<file path="config.mk">
export PLATFORM = sky130hd
export DESIGN_NAME = ccnc_sqrt_cell
export DESIGN_NICKNAME = d
export VERILOG_FILES = /design/src/rtl/ccnc_pkg.sv /design/src/rtl/ccnc_sqrt_cell.sv
export SDC_FILE = /design/constraint.sdc
export NUM_CORES = 1
export LEC_CHECK = 0
export BUFFER_PORTS_ARGS = -buffer_cell sky130_fd_sc_hd__buf_2
export CORE_UTILIZATION = 37
export DETAILED_ROUTE_END_ITERATION = 10
export GPL_ROUTABILITY_DRIVEN = 0
export GPL_TIMING_DRIVEN = 0
export PLACE_DENSITY = 0.68
export SLEW_MARGIN = 20
export SYNTH_ARGS = -nofsm -noshare
export SYNTH_HDL_FRONTEND = slang
export SYNTH_SLANG_ARGS = --single-unit
export TNS_END_PERCENT = 1
</file>
<file path="constraint.sdc">
create_clock -name clk -period 6.45 [get_ports clk]
set_clock_uncertainty 0.05 [all_clocks]
set_input_delay 0.3225 -clock clk [delete_from_list [all_inputs] [get_ports clk]]
set_output_delay 0.3225 -clock clk [all_outputs]
set_load 0.01 [all_outputs]
</file>
<file path="src/rtl/ccnc_pkg.sv">
// Shared types, constants and helpers for the costate-to-control norm clamp.
// No dependencies; every other file in rtl imports it.
package ccnc_pkg;

  localparam int LATENCY = 102;
  localparam int DIV_STEPS = 32;
  localparam int SQRT_STEPS = 32;
  localparam int AXES = 3;

  localparam logic [1:0] REG_ACCEL_LIMIT = 2'd0;
  localparam logic [1:0] REG_NORM_LIMIT  = 2'd1;

  localparam logic [31:0] ACCEL_LIMIT_RST = 32'd19661;
  localparam logic [31:0] NORM_LIMIT_RST  = 32'd655360;

  typedef struct packed {
    logic signed [31:0] costate_vx;
    logic signed [31:0] costate_vy;
    logic signed [31:0] costate_vz;
  } costate_t;

  typedef struct packed {
    logic signed [31:0] control_x;
    logic signed [31:0] control_y;
    logic signed [31:0] control_z;
    logic               clipped;
  } control_t;

  // One restoring-division step: partial remainder, dividend bits still to
  // shift in, quotient so far, divisor.
  typedef struct packed {
    logic [31:0] rem;
    logic [31:0] low;
    logic [31:0] quo;
    logic [31:0] den;
  } div_cell_t;

  // One square-root digit step.
  typedef struct packed {
    logic [33:0] rem;
    logic [63:0] rad;
    logic [31:0] root;
  } sqrt_cell_t;

  // Clamp a magnitude to what a signed 32-bit word can hold with that sign.
  function automatic logic [31:0] clamp_mag(input logic [32:0] mag, input logic neg);
    logic [31:0] res;
    if (neg) begin
      res = (mag >= 33'h0_8000_0000) ? 32'h8000_0000 : mag[31:0];
    end else begin
      res = (mag > 33'h0_7FFF_FFFF) ? 32'h7FFF_FFFF : mag[31:0];
    end
    return res;
  endfunction

  function automatic logic [31:0] apply_sign(input logic [31:0] mag, input logic neg);
    return neg ? (32'd0 - mag) : mag;
  endfunction

endpackage

</file>
<file path="src/rtl/ccnc_sqrt_cell.sv">
// One registered integer square-root step (one root bit, two radicand bits).
// Depends on ccnc_pkg.
module ccnc_sqrt_cell (
  input  logic                 clk,
  input  ccnc_pkg::sqrt_cell_t cur,
  output ccnc_pkg::sqrt_cell_t nxt
);
  import ccnc_pkg::*;

  logic [35:0] part;
  logic [35:0] trial;
  logic [35:0] diff;
  logic        take;
  sqrt_cell_t  nxt_next;

  always_comb begin
    part  = {cur.rem, cur.rad[63:62]};
    trial = {2'b00, cur.root, 2'b01};
    diff  = part - trial;
    take  = (part >= trial);
    nxt_next.rem  = take ? diff[33:0] : part[33:0];
    nxt_next.rad  = {cur.rad[61:0], 2'b00};
    nxt_next.root = {cur.root[30:0], take};
  end

  always_ff @(posedge clk) begin
    nxt <= nxt_next;
  end

endmodule

</file>
==> summary.md <==
| Metric | Value |
|---|---|
| Initial antenna violation count | 2 |
| Post-route setup slack | ~3.2 ns |
| Cell variety after synth | 62 |
| RSZ-0062 raised after global routing | no |
| Hold Path Class | input port to flip-flop |
| Top Ports | between 200 and 300 |
| WL final | 17000 microns |
| Drt wl/cell | 15.9 microns |
| CTS Sinks | about 130 |
| CP peak stage delay | ~0.52 ns |
| Least-Margin Pin Slew | roughly 0.68 ns |
| Critical-path top delay cell | dlygate4sd3_1 |
| Starting DRT DRC Count | about 240 |
| Top FF cell, synth | dfxtp_1 |
| Grt met2 use | 41.8% |
| CP top delay family | compound AO/OA/AOI/OAI gates |
| Crit. End Element | flip-flop |
| Worst Path Max Fanout | 10 |
| WP depth | 13 |
| CTS Buf Count | 17 |
| Nets | between 1000 and 1500 |
| Final ANT Viol Nets | 0 |
| Worst hold start | cur[109] |
| CTS tree | built |
| Via count | approximately 5100 |
| Post-Syn Instances | 507 |
| CP startpoint | cur[7] |
| Largest register FFs | roughly 130 |
| Post-synthesis register bit count | between 100 and 150 |
| Htree depth | 4 |
| Fin util | 61.2% |
| Sequential element share of the synthesized area | 50.9% |
| Number of core rows | between 40 and 50 |
| Clock tree buffer depth | 2 |
| Largest net degree at the start of global routing | 17 |
| Worst setup path end | nxt[128] |
| Grt total ovfl | 0 |
| Worst Path Required | between 6 and 7 ns |
| GR Util met1 | between 20 and 30% |
| M3 GR Usage | under 10% |
| Initial Util | 38.0% |
| Reg with most FFs | nxt |
| Top flop regs | nxt (128) |
| Mean Syn Cell Area | around 9.9 sq um |
| CTS Root Cell | clkbuf_16 |
| First-pass DRT Iterations | 4 |
| Fmax | around 310 MHz |
| Crit start category | input port |
| Detailed-route vias per instance | approximately 4.7 |
| Die area | about 14000 sq um |
| Layout cells sized above 1 | ~36% |
| Status | completed |
| Synthesized cell area | around 5000 sq um |
| Port bufs | ~260 |
| Placement Setup Slack | roughly 3.4 ns |
| CP Class | input port to flip-flop |
| Final Hold Fails | 0 |
| Number of setup buffers added after CTS | 0 |
| Worst IR Drop VDD | 180 uV |
| Busiest grt layer | met2 |
| Die H | between 100 and 150 microns |
| First-pass GRT wire length | approximately 26000 microns |
| LEAKAGE | about 4.0 nW |
| PwrDens | approximately 300 nW/um^2 |
| Tmin final | around 3.2 ns |
| Final period utilization | between 40% and 50% |
| Worst Path Buf+Inv | 6 |
| GRT Resource Usage Total | 24.3% |
| Post-synth EDFFs | 0 |
| Max-Cap Viols | 0 |
| Post-synth ARST share | 0% |
| Critical-path cell list | dlygate4sd3_1 -> buf_2 -> inv_1 -> ha_1 -> buf_2 -> a21o_1 -> o41ai_2 -> o211ai_1 -> a211oi_1 -> o21a_1 -> buf_6 -> buf_2 -> o21ai_0 |
| Area Growth Syn to Fin | 61.1% |
| Max-slew violation count | 0 |
| Core box area | between 10000 and 15000 sq um |
| CP Data Arrival Time | 3.42 ns |
| Die Wd | between 100 and 150 microns |
| TNS Setup | 0 ns |
| Top cell by count, worst path | buf_2 |
| Max transition margin | between 50% and 60% |
| Filler cells | between 1000 and 1500 |
| Vias in the first global route | about 5000 |
| Clock Pin Slew Worst Setup and Hold Paths | 0.06 ns |
| DP HPWL | roughly 11000 microns |
| Yosys warns | 0 |
| Setup violations, final | 0 |
| DRC Markers | 0 |
[Yosys cell counts (2+ instances only)]
cell        n  area [sq um]
nand4_1     6          37.5
and3_1      2          12.5
xor2_1     13           114
o41ai_2     3          48.8
nand2b_1    5          31.3
a21o_1     19           143
nor2_1     18          67.6
o21a_1      3          22.5
o31ai_1     4          30.0
nand3_1     6          30.0
o21ai_0    41           205
a31o_1      2          17.5
dfxtp_1   128          2560
clkbuf_1    4          15.0
and2_1      3          18.8
o21ai_1     4          20.0
mux2i_1     4          40.0
inv_1      42           158
ha_1       34           425
o221ai_1    2          17.5
a21boi_0    2          15.0
nand2_1    58           218
and3_2      3          22.5
nor3_1     10          50.1
o31a_1      2          17.5
o211ai_1    2          15.0
buf_4       2          15.0
buf_2       6          30.0
a31oi_1     4          25.0
clkbuf_2    2          10.0
xnor2_1    14           123
a21oi_1    28           140
and2_2      2          15.0
[through the flow]
stage	hold WS, ns	power [mW]	cell area (sq um)	cells
final	0.0714	2.38	8110	1069
after global routing	0.0609	2.48	8110	1069
after CTS	0.0558	2.38	8100	1067
after detailed placement	0.376	1.32	6550	942
after global placement	0.375	1.32	6550	942
after floorplan	0.300	1.15	5040	508
[layout by cell type (no fill, tap or decap), drive strengths merged, types with 3 or more instances in the layout]
| master | Yosys | final |
|---|---|---|
| a21o | 20 | 20 |
| a21oi | 28 | 28 |
| a31oi | 5 | 5 |
| and2 | 5 | 5 |
| and3 | 5 | 5 |
| buf | 9 | 267 |
| bufinv | 0 | 3 |
| clkbuf | 7 | 25 |
| clkinv | 1 | 4 |
| dfxtp | 128 | 128 |
| dlygate4sd3 | 0 | 93 |
| ha | 34 | 34 |
| inv | 42 | 50 |
| mux2i | 4 | 4 |
| nand2 | 58 | 58 |
| nand2b | 5 | 5 |
| nand3 | 6 | 6 |
| nand4 | 7 | 7 |
| nor2 | 18 | 18 |
| nor3 | 10 | 10 |
| o211ai | 3 | 3 |
| o21a | 3 | 3 |
| o21ai | 46 | 46 |
| o31ai | 5 | 5 |
| o41ai | 3 | 3 |
| xnor2 | 14 | 14 |
| xor2 | 13 | 13 |
[repair_timing]
action / in CTS / in global routing
resized for setup: 0 / 0
hold endpoints to repair: 93 / 0
hold buffers: 93 / 0
[where the power goes]
part	switching (mW)	internal (mW)	leakage, nW
Clock	0.394	0.624	0.306
Sequential	0.0196	0.870	1.08
Combinational	0.252	0.221	2.65
[worst min-delay path by stage]
stage	to	cells after the start
2_1_floorplan	nxt[10]	0
3_3_place_gp	nxt[68]	1
3_5_place_dp	nxt[58]	1
4_1_cts	nxt[126]	3
5_1_grt	nxt[120]	3
6_report	nxt[111]	3
[tightest hold or removal path: cells and delay by family]
| kind | cells | cell delay [ns] |
|---|---|---|
| simple gates | 1 | 0.04 |
| compound gates | 1 | 0.05 |
| buf+inv | 1 | 0.09 |
[layout make-up]
type                            count  area (sq um)  area share [%]
Buffer                             16          95.1            1.17
Clock buffer                       18           429            5.29
Multi-Input combinational cell    321          2220            27.3
Timing Repair Buffer              351          2220            27.4
Inverter                           43           163            2.01
Sequential cell                   128          2560            31.6
Tap cell                          176           220            2.72
Clock inverter                     14           194            2.39
Antenna cell                        2          5.00          0.0617
[layer usage]
layer | up-vias | part of all wire [%]
li1 | 2491 | -
met1 | 2360 | 41
met2 | 189 | 50
met3 | 32 | 6.6
met4 | 0 | 2.7
met5 | - | 0
[cells by family after synthesis]
kind of cell | synth area share [%]
multiplexers | 1.09
flip-flops | 50.9
XOR/XNOR | 4.70
adder cells (fa/ha/maj) | 8.45
AND/OR/NAND/NOR | 11.1
other | 0.0745
buffers and inverters | 5.12
AO/OA/AOI/OAI | 18.5
(Power assumes the default switching activity.)
