==> config.mk <==
export PLATFORM = sky130hd
export DESIGN_NAME = ccnc_div_cell
export DESIGN_NICKNAME = d
export VERILOG_FILES = /design/src/rtl/ccnc_pkg.sv /design/src/rtl/ccnc_div_cell.sv
export SDC_FILE = /design/constraint.sdc
export NUM_CORES = 1
export LEC_CHECK = 0
export BUFFER_PORTS_ARGS = -buffer_cell sky130_fd_sc_hd__buf_2
export CORE_MARGIN = 3
export CORE_UTILIZATION = 45
export CTS_CLUSTER_SIZE = 16
export DETAILED_ROUTE_END_ITERATION = 8
export PLACE_DENSITY = 0.88
export SYNTH_ARGS = -nofsm -noshare
export SYNTH_HDL_FRONTEND = slang
export SYNTH_SLANG_ARGS = --single-unit
==> constraint.sdc <==
create_clock -name clk -period 3.16 [get_ports clk]
set_clock_uncertainty 0.05 [all_clocks]
set_input_delay 0.158 -clock clk [delete_from_list [all_inputs] [get_ports clk]]
set_output_delay 0.158 -clock clk [all_outputs]
set_load 0.03 [all_outputs]
==> src/rtl/ccnc_pkg.sv <==
// Shared types, constants and helpers for the costate-to-control norm clamp.
// No dependencies; every other file in rtl imports it.
package ccnc_pkg;

  localparam int LATENCY = 102;
  localparam int DIV_STEPS = 32;
  localparam int SQRT_STEPS = 32;
  localparam int AXES = 3;

  localparam logic [1:0] REG_ACCEL_LIMIT = 2'd0;
  localparam logic [1:0] REG_NORM_LIMIT  = 2'd1;

  localparam logic [31:0] ACCEL_LIMIT_RST = 32'd19661;
  localparam logic [31:0] NORM_LIMIT_RST  = 32'd655360;

  typedef struct packed {
    logic signed [31:0] costate_vx;
    logic signed [31:0] costate_vy;
    logic signed [31:0] costate_vz;
  } costate_t;

  typedef struct packed {
    logic signed [31:0] control_x;
    logic signed [31:0] control_y;
    logic signed [31:0] control_z;
    logic               clipped;
  } control_t;

  // One restoring-division step: partial remainder, dividend bits still to
  // shift in, quotient so far, divisor.
  typedef struct packed {
    logic [31:0] rem;
    logic [31:0] low;
    logic [31:0] quo;
    logic [31:0] den;
  } div_cell_t;

  // One square-root digit step.
  typedef struct packed {
    logic [33:0] rem;
    logic [63:0] rad;
    logic [31:0] root;
  } sqrt_cell_t;

  // Clamp a magnitude to what a signed 32-bit word can hold with that sign.
  function automatic logic [31:0] clamp_mag(input logic [32:0] mag, input logic neg);
    logic [31:0] res;
    if (neg) begin
      res = (mag >= 33'h0_8000_0000) ? 32'h8000_0000 : mag[31:0];
    end else begin
      res = (mag > 33'h0_7FFF_FFFF) ? 32'h7FFF_FFFF : mag[31:0];
    end
    return res;
  endfunction

  function automatic logic [31:0] apply_sign(input logic [31:0] mag, input logic neg);
    return neg ? (32'd0 - mag) : mag;
  endfunction

endpackage

==> src/rtl/ccnc_div_cell.sv <==
// One registered restoring-division step (one quotient bit).
// Depends on ccnc_pkg.
module ccnc_div_cell (
  input  logic                clk,
  input  ccnc_pkg::div_cell_t cur,
  output ccnc_pkg::div_cell_t nxt
);
  import ccnc_pkg::*;

  logic [32:0] trial;
  logic [32:0] diff;
  logic        take;
  div_cell_t   nxt_next;

  always_comb begin
    trial = {cur.rem, cur.low[31]};
    diff  = trial - {1'b0, cur.den};
    take  = (trial >= {1'b0, cur.den});
    nxt_next.rem = take ? diff[31:0] : trial[31:0];
    nxt_next.low = {cur.low[30:0], 1'b0};
    nxt_next.quo = {cur.quo[30:0], take};
    nxt_next.den = cur.den;
  end

  always_ff @(posedge clk) begin
    nxt <= nxt_next;
  end

endmodule

==> out/metrics.yaml, run 1 <==
synth_cell_types: 50
place.detailed.hpwl_um: 11900
worst_pin_slew_ps: 491
hold_viol: 0
postSynthAreaPerCell_um2: 10.0
worst_setup_path_end_kind: "flip-flop"
critPathKind: "input pin to flip-flop"
synth_top_flop_cell: "dfxtp_1"
setup_tns_ps: 0
path_common_cell: "a21oi_2"
power.density_nw_per_um2: 603
status: "complete, no violations"
grt_use_total: 0.317
start_util: 0.469
grt_pass1_vias: 5417
numCtsBuffers: 17
cts_tree: "yes"
synth.yosys.seq_area_share: 0.521
clkTransAtPathRegs_ps: 60
ios: 257
grt_start_max_net_pins: 33
synth_edf_count: 0
slew_headroom: 0.668
ant_nets: 0
syn_inst: 488
syn_area_um2: 4880
min-delay-path-class: "input pin to flip-flop"
yosys_warnings: 0
htreeDepth: 4
synth_fp_nets: 650
drcViolationCount: 0
drive_above_1_share: 0.346
die_height_um: 110
rsz0062_at_grt: "false"
drt_wl_total_um: 19500
drv_cap: 0
grt_overflow: 0
grt_pass1_wl_um: 28700
via_per_inst: 5.06
cts_sinks: 127
layout.cells.most_common: "buf_2"
fin_crit_ps: 3060
die_w_um: 110
min_period_over_period: 0.967
reg_top3: "nxt (127)"
clk_path_buf_depth: 2
avgRoutedWirePerCell_um: 19.0
first_pass_iters: 5
cpPeakStageDelay_ps: 560
num_vias: 5205
portBuffers: 254
crit_required_ps: 3510
clockRootBuffer: "clkbuf_8"
worstPathArrival_ps: 3410
slew_violations: 0
die-area_um2: 12100
core-area_um2: 10400
async_flop_share: 0
cpMaxStageDelayCell: "dlygate4sd3_1"
row_count: 37
peakVddDrop_v: 0.000479
holdWs_ps: 227
gp_congestion: 0.900
first_iter_violations: 339
yosys.area.top_type: "dfxtp_1"
setup_viol: 0
largest_reg_flops: 127
cp_cell_sequence: "dlygate4sd3_1 -> buf_2 -> ha_1 -> fa_1 -> nor2b_1 -> o2111ai_1 -> a21oi_2 -> o31ai_1 -> a21oi_2 -> a211oi_1 -> xnor2_1 -> mux2_4"
syn2layout_area_growth_pct: 65.8
top_register: "nxt"
synth_top_cell_area_share: 0.521
whs_path_depth: 2
start_kind: "input pin"
p_leak_uw: 0.00400
mostFrequentLayoutCells: "buf_2 (254), dfxtp_1 (127), dlygate4sd3_1 (126)"
synth.area.top_cells: "dfxtp_1 (52%), ha_1 (8.2%), a21oi_1 (5.5%)"
fmax_ghz: 0.327
cp_max_fo: 7
synth_seq_cells: 127
fin_nets: 1037
fill_cells: 585
grt_antenna_before_repair: 4
## cell usage after synthesis (all sizes together), types with 3 or more instances
cell	number
ha	32
nand2b	7
and2	3
a2111oi	4
o21ai	21
xor2	10
a211oi	3
nor2	37
o21bai	5
dfxtp	127
clkbuf	6
o21a	6
nand4	8
a21o	8
buf	12
nand2	24
xnor2	16
mux2	8
nor3	3
o31ai	7
a21oi	55
inv	46
nand3	8
## through the flow
step / util / area (µm²) / power [µW] / setup WS [ps] / std cells
2_1_floorplan: - / 4880 / 2600 / 723 / 488
3_5_place_dp: 0.602 / 6270 / 2960 / 295 / 865
6_report: 0.777 / 8090 / 4880 / 103 / 1028
5_1_grt: 0.777 / 8090 / 5060 / 1.09 / 1028
3_3_place_gp: 0.602 / 6270 / 2930 / 360 / 865
4_1_cts: 0.775 / 8070 / 4830 / 239 / 1023
## area by class of cell
| cell class | count | area, µm² | area share |
|---|---|---|---|
| Multi-Input combinational cell | 297 | 2050 | 0.254 |
| Inverter | 46 | 173 | 0.0213 |
| Clock inverter | 11 | 83.8 | 0.0104 |
| Sequential cell | 127 | 2540 | 0.314 |
| Clock buffer | 21 | 459 | 0.0567 |
| Antenna cell | 4 | 10.0 | 0.00124 |
| Timing Repair Buffer | 386 | 2600 | 0.322 |
| Tap cell | 136 | 170 | 0.0210 |
## metal layers
| metal | global-route usage | up-vias | share of wire |
|---|---|---|---|
| li1 | - | 2442 | - |
| met1 | 0.333 | 2394 | 0.37 |
| met2 | 0.526 | 272 | 0.49 |
| met3 | 0.127 | 97 | 0.082 |
| met4 | 0.200 | 0 | 0.062 |
| met5 | 0.0268 | - | 0 |
## final timing paths
path              startpoint  slack [ps]       end
setup / recovery      cur[0]         100  nxt[126]
hold / removal        cur[7]         230    nxt[7]
## worst max-delay path, delay by kind of cell
kind,cells,cell delay [ps]
AND/OR/NAND/NOR,1,210
AO/OA/AOI/OAI,5,1210
multiplexers,1,290
XOR/XNOR,1,180
buffers and inverters,2,710
adder cells (fa/ha/maj),2,640
## where the power goes
group / internal, µW / total (µW) / leakage, µW / switching [µW]
sequential: 1760 / 1810 / 0.00107 / 46.7
combinational: 508 / 1300 / 0.00268 / 795
clock: 1030 / 1770 / 0.000257 / 739
## cells by family after synthesis
group / after synthesis / synth area share
DFF: 127 / 0.521
AOI/OAI and AO/OA: 120 / 0.150
and+or+nand+nor: 107 / 0.107
buffers and inverters: 64 / 0.0597
adders and majority gates: 33 / 0.0861
xor gates and xnor gates: 26 / 0.0467
muxes: 10 / 0.0287
other: 1 / 0.000768
## timing repair
item                                    4_1_cts  5_1_grt
buffers inserted                              0        1
endpoints found under the setup margin        0        2
hold buffers                                126        0
gates resized for setup                       0        2
endpoints found under the hold margin       126        0
Note: power is estimated with default switching activity, not from simulation.
==> inputs of run 2 (changes only) <==
==> config.mk (replaced) <==
export PLATFORM = sky130hd
export DESIGN_NAME = ccnc_div_cell
export DESIGN_NICKNAME = d
export VERILOG_FILES = /design/src/rtl/ccnc_pkg.sv /design/src/rtl/ccnc_div_cell.sv
export SDC_FILE = /design/constraint.sdc
export NUM_CORES = 1
export LEC_CHECK = 0
export BUFFER_PORTS_ARGS = -buffer_cell sky130_fd_sc_hd__buf_4
export CELL_PAD_IN_SITES_DETAIL_PLACEMENT = 1
export CELL_PAD_IN_SITES_GLOBAL_PLACEMENT = 1
export CORE_MARGIN = 3
export CORE_UTILIZATION = 32
export CTS_CLUSTER_SIZE = 16
export DETAILED_ROUTE_END_ITERATION = 8
export PLACE_DENSITY = 0.87
export SYNTH_ARGS = -nofsm -noshare
export SYNTH_HDL_FRONTEND = slang
export SYNTH_SLANG_ARGS = --single-unit
==> out/metrics.yaml, run 2 (synthesized netlist as in run 1, its figures left out) <==
reg_top3: "nxt (127)"
dp.cells: 915
die_height_um: 130
grt_start_max_net_pins: 29
num_vias: 5301
peakVddDrop_v: 0.000438
slew_headroom: 0.646
p_leak_uw: 0.00430
fin_cells: 1077
fill_cells: 1594
drv_cap: 0
use_met3: 0.0676
fmax_ghz: 0.329
clkTransAtPathRegs_ps: 60
drt_wl_total_um: 23800
avgRoutedWirePerCell_um: 22.1
via_per_inst: 4.92
slew_violations: 0
die-area_um2: 16800
row_count: 44
fin_crit_ps: 3040
critPathKind: "input pin to flip-flop"
grt_overflow: 0
first_iter_violations: 213
min-delay-path-class: "input pin to flip-flop"
gp_congestion: 0.812
worst_setup_path_end_kind: "flip-flop"
crit_required_ps: 3410
placed_cell_area_um2: 6980
cp_max_fo: 28
stdcell_area_um2: 8920
use_met1: 0.291
die_w_um: 130
ant_nets: 0
grt_use_total: 0.281
start_kind: "input pin"
drive_above_1_share: 0.358
numCtsBuffers: 17
mostFrequentLayoutCells: "buf_4 (262), dfxtp_1 (127), dlygate4sd3_1 (124)"
core-area_um2: 14800
clk_path_buf_depth: 2
grt-busiest-layer: "met2"
worst_pin_slew_ps: 525
grt_pass1_wl_um: 35300
first_pass_iters: 4
portBuffers: 254
fin_nets: 1039
min_period_over_period: 0.962
place.detailed.hpwl_um: 12900
status: "complete, no violations"
cts_sinks: 127
worstPathArrival_ps: 3290
met2_usage: 0.530
largest_reg_flops: 127
power.density_nw_per_um2: 606
start_util: 0.331
top_register: "nxt"
drcViolationCount: 0
setup_viol: 0
syn2layout_area_growth_pct: 82.8
grt_pass1_vias: 5979
cts_tree: "yes"
grt_antenna_before_repair: 3
ios: 257
htreeDepth: 4
clockRootBuffer: "clkbuf_16"
layout.cells.most_common: "buf_4"
hold_viol: 0
[run 2: cell count changes in the layout (fill, tap and decap cells not counted), moves of 3 or more]
cell | previous run | this run
buf_4 | 4 | 262
buf_2 | 254 | 0
clkbuf_8 | 4 | 0
bufinv_16 | 0 | 3
[run 2: cell type report]
type                       count  area, µm²  share of cell area
clock buffer                  18        429              0.0481
antenna                        3       7.51            0.000841
sequential                   127       2540               0.285
timing repair buffer         388       3250               0.364
clock inverter                14        183              0.0205
inverter                      46        173              0.0193
multi-input combinational    297       2110               0.237
tap                          184        230              0.0258
[run 2: per-layer routing]
metal | wire length (µm) | vias up
met1 | 8600 | 2568
met5 | 0 | -
li1 | - | 2446
met2 | 12700 | 216
met3 | 1370 | 71
met4 | 1120 | 0
[run 2: per-stage QoR]
step,hold slack [ps],util,TNS [ps],worst slack (ps),power (µW)
floorplan,136,-,0,723,2600
global placement,212,0.473,0,311,3090
detailed placement,214,0.473,0,232,3120
CTS,10.2,0.599,0,86.6,5310
global route,79.4,0.605,-3.60,-1.28,5600
finish,92.2,0.605,0,121,5410
[run 2: worst max-delay path, cell delays in order]
cell	delay, ps
dlygate4sd3_1	560
buf_4	130
inv_1	50
ha_1	410
a21oi_2	230
o21ai_1	120
a311oi_2	340
o21ai_1	160
or3b_1	390
o21a_2	250
buf_12	170
mux2_4	310
[run 2: worst paths after layout]
kind / startpoint / to / slack, ps / depth (start not counted)
max: cur[20] / nxt[119] / 120 / 12
min: cur[96] / nxt[97] / 90 / 3
[run 2: timing repair]
action                                  CTS  global route
hold buffers                            124             0
endpoints found under the setup margin    0            14
setup buffers                             0             3
gates resized for setup                   0            14
endpoints found under the hold margin   124             0
[run 2: power by group]
part,total [µW],switching [µW],internal [µW]
logic,1500,849,646
registers,1830,66.7,1760
clock network,2080,826,1260
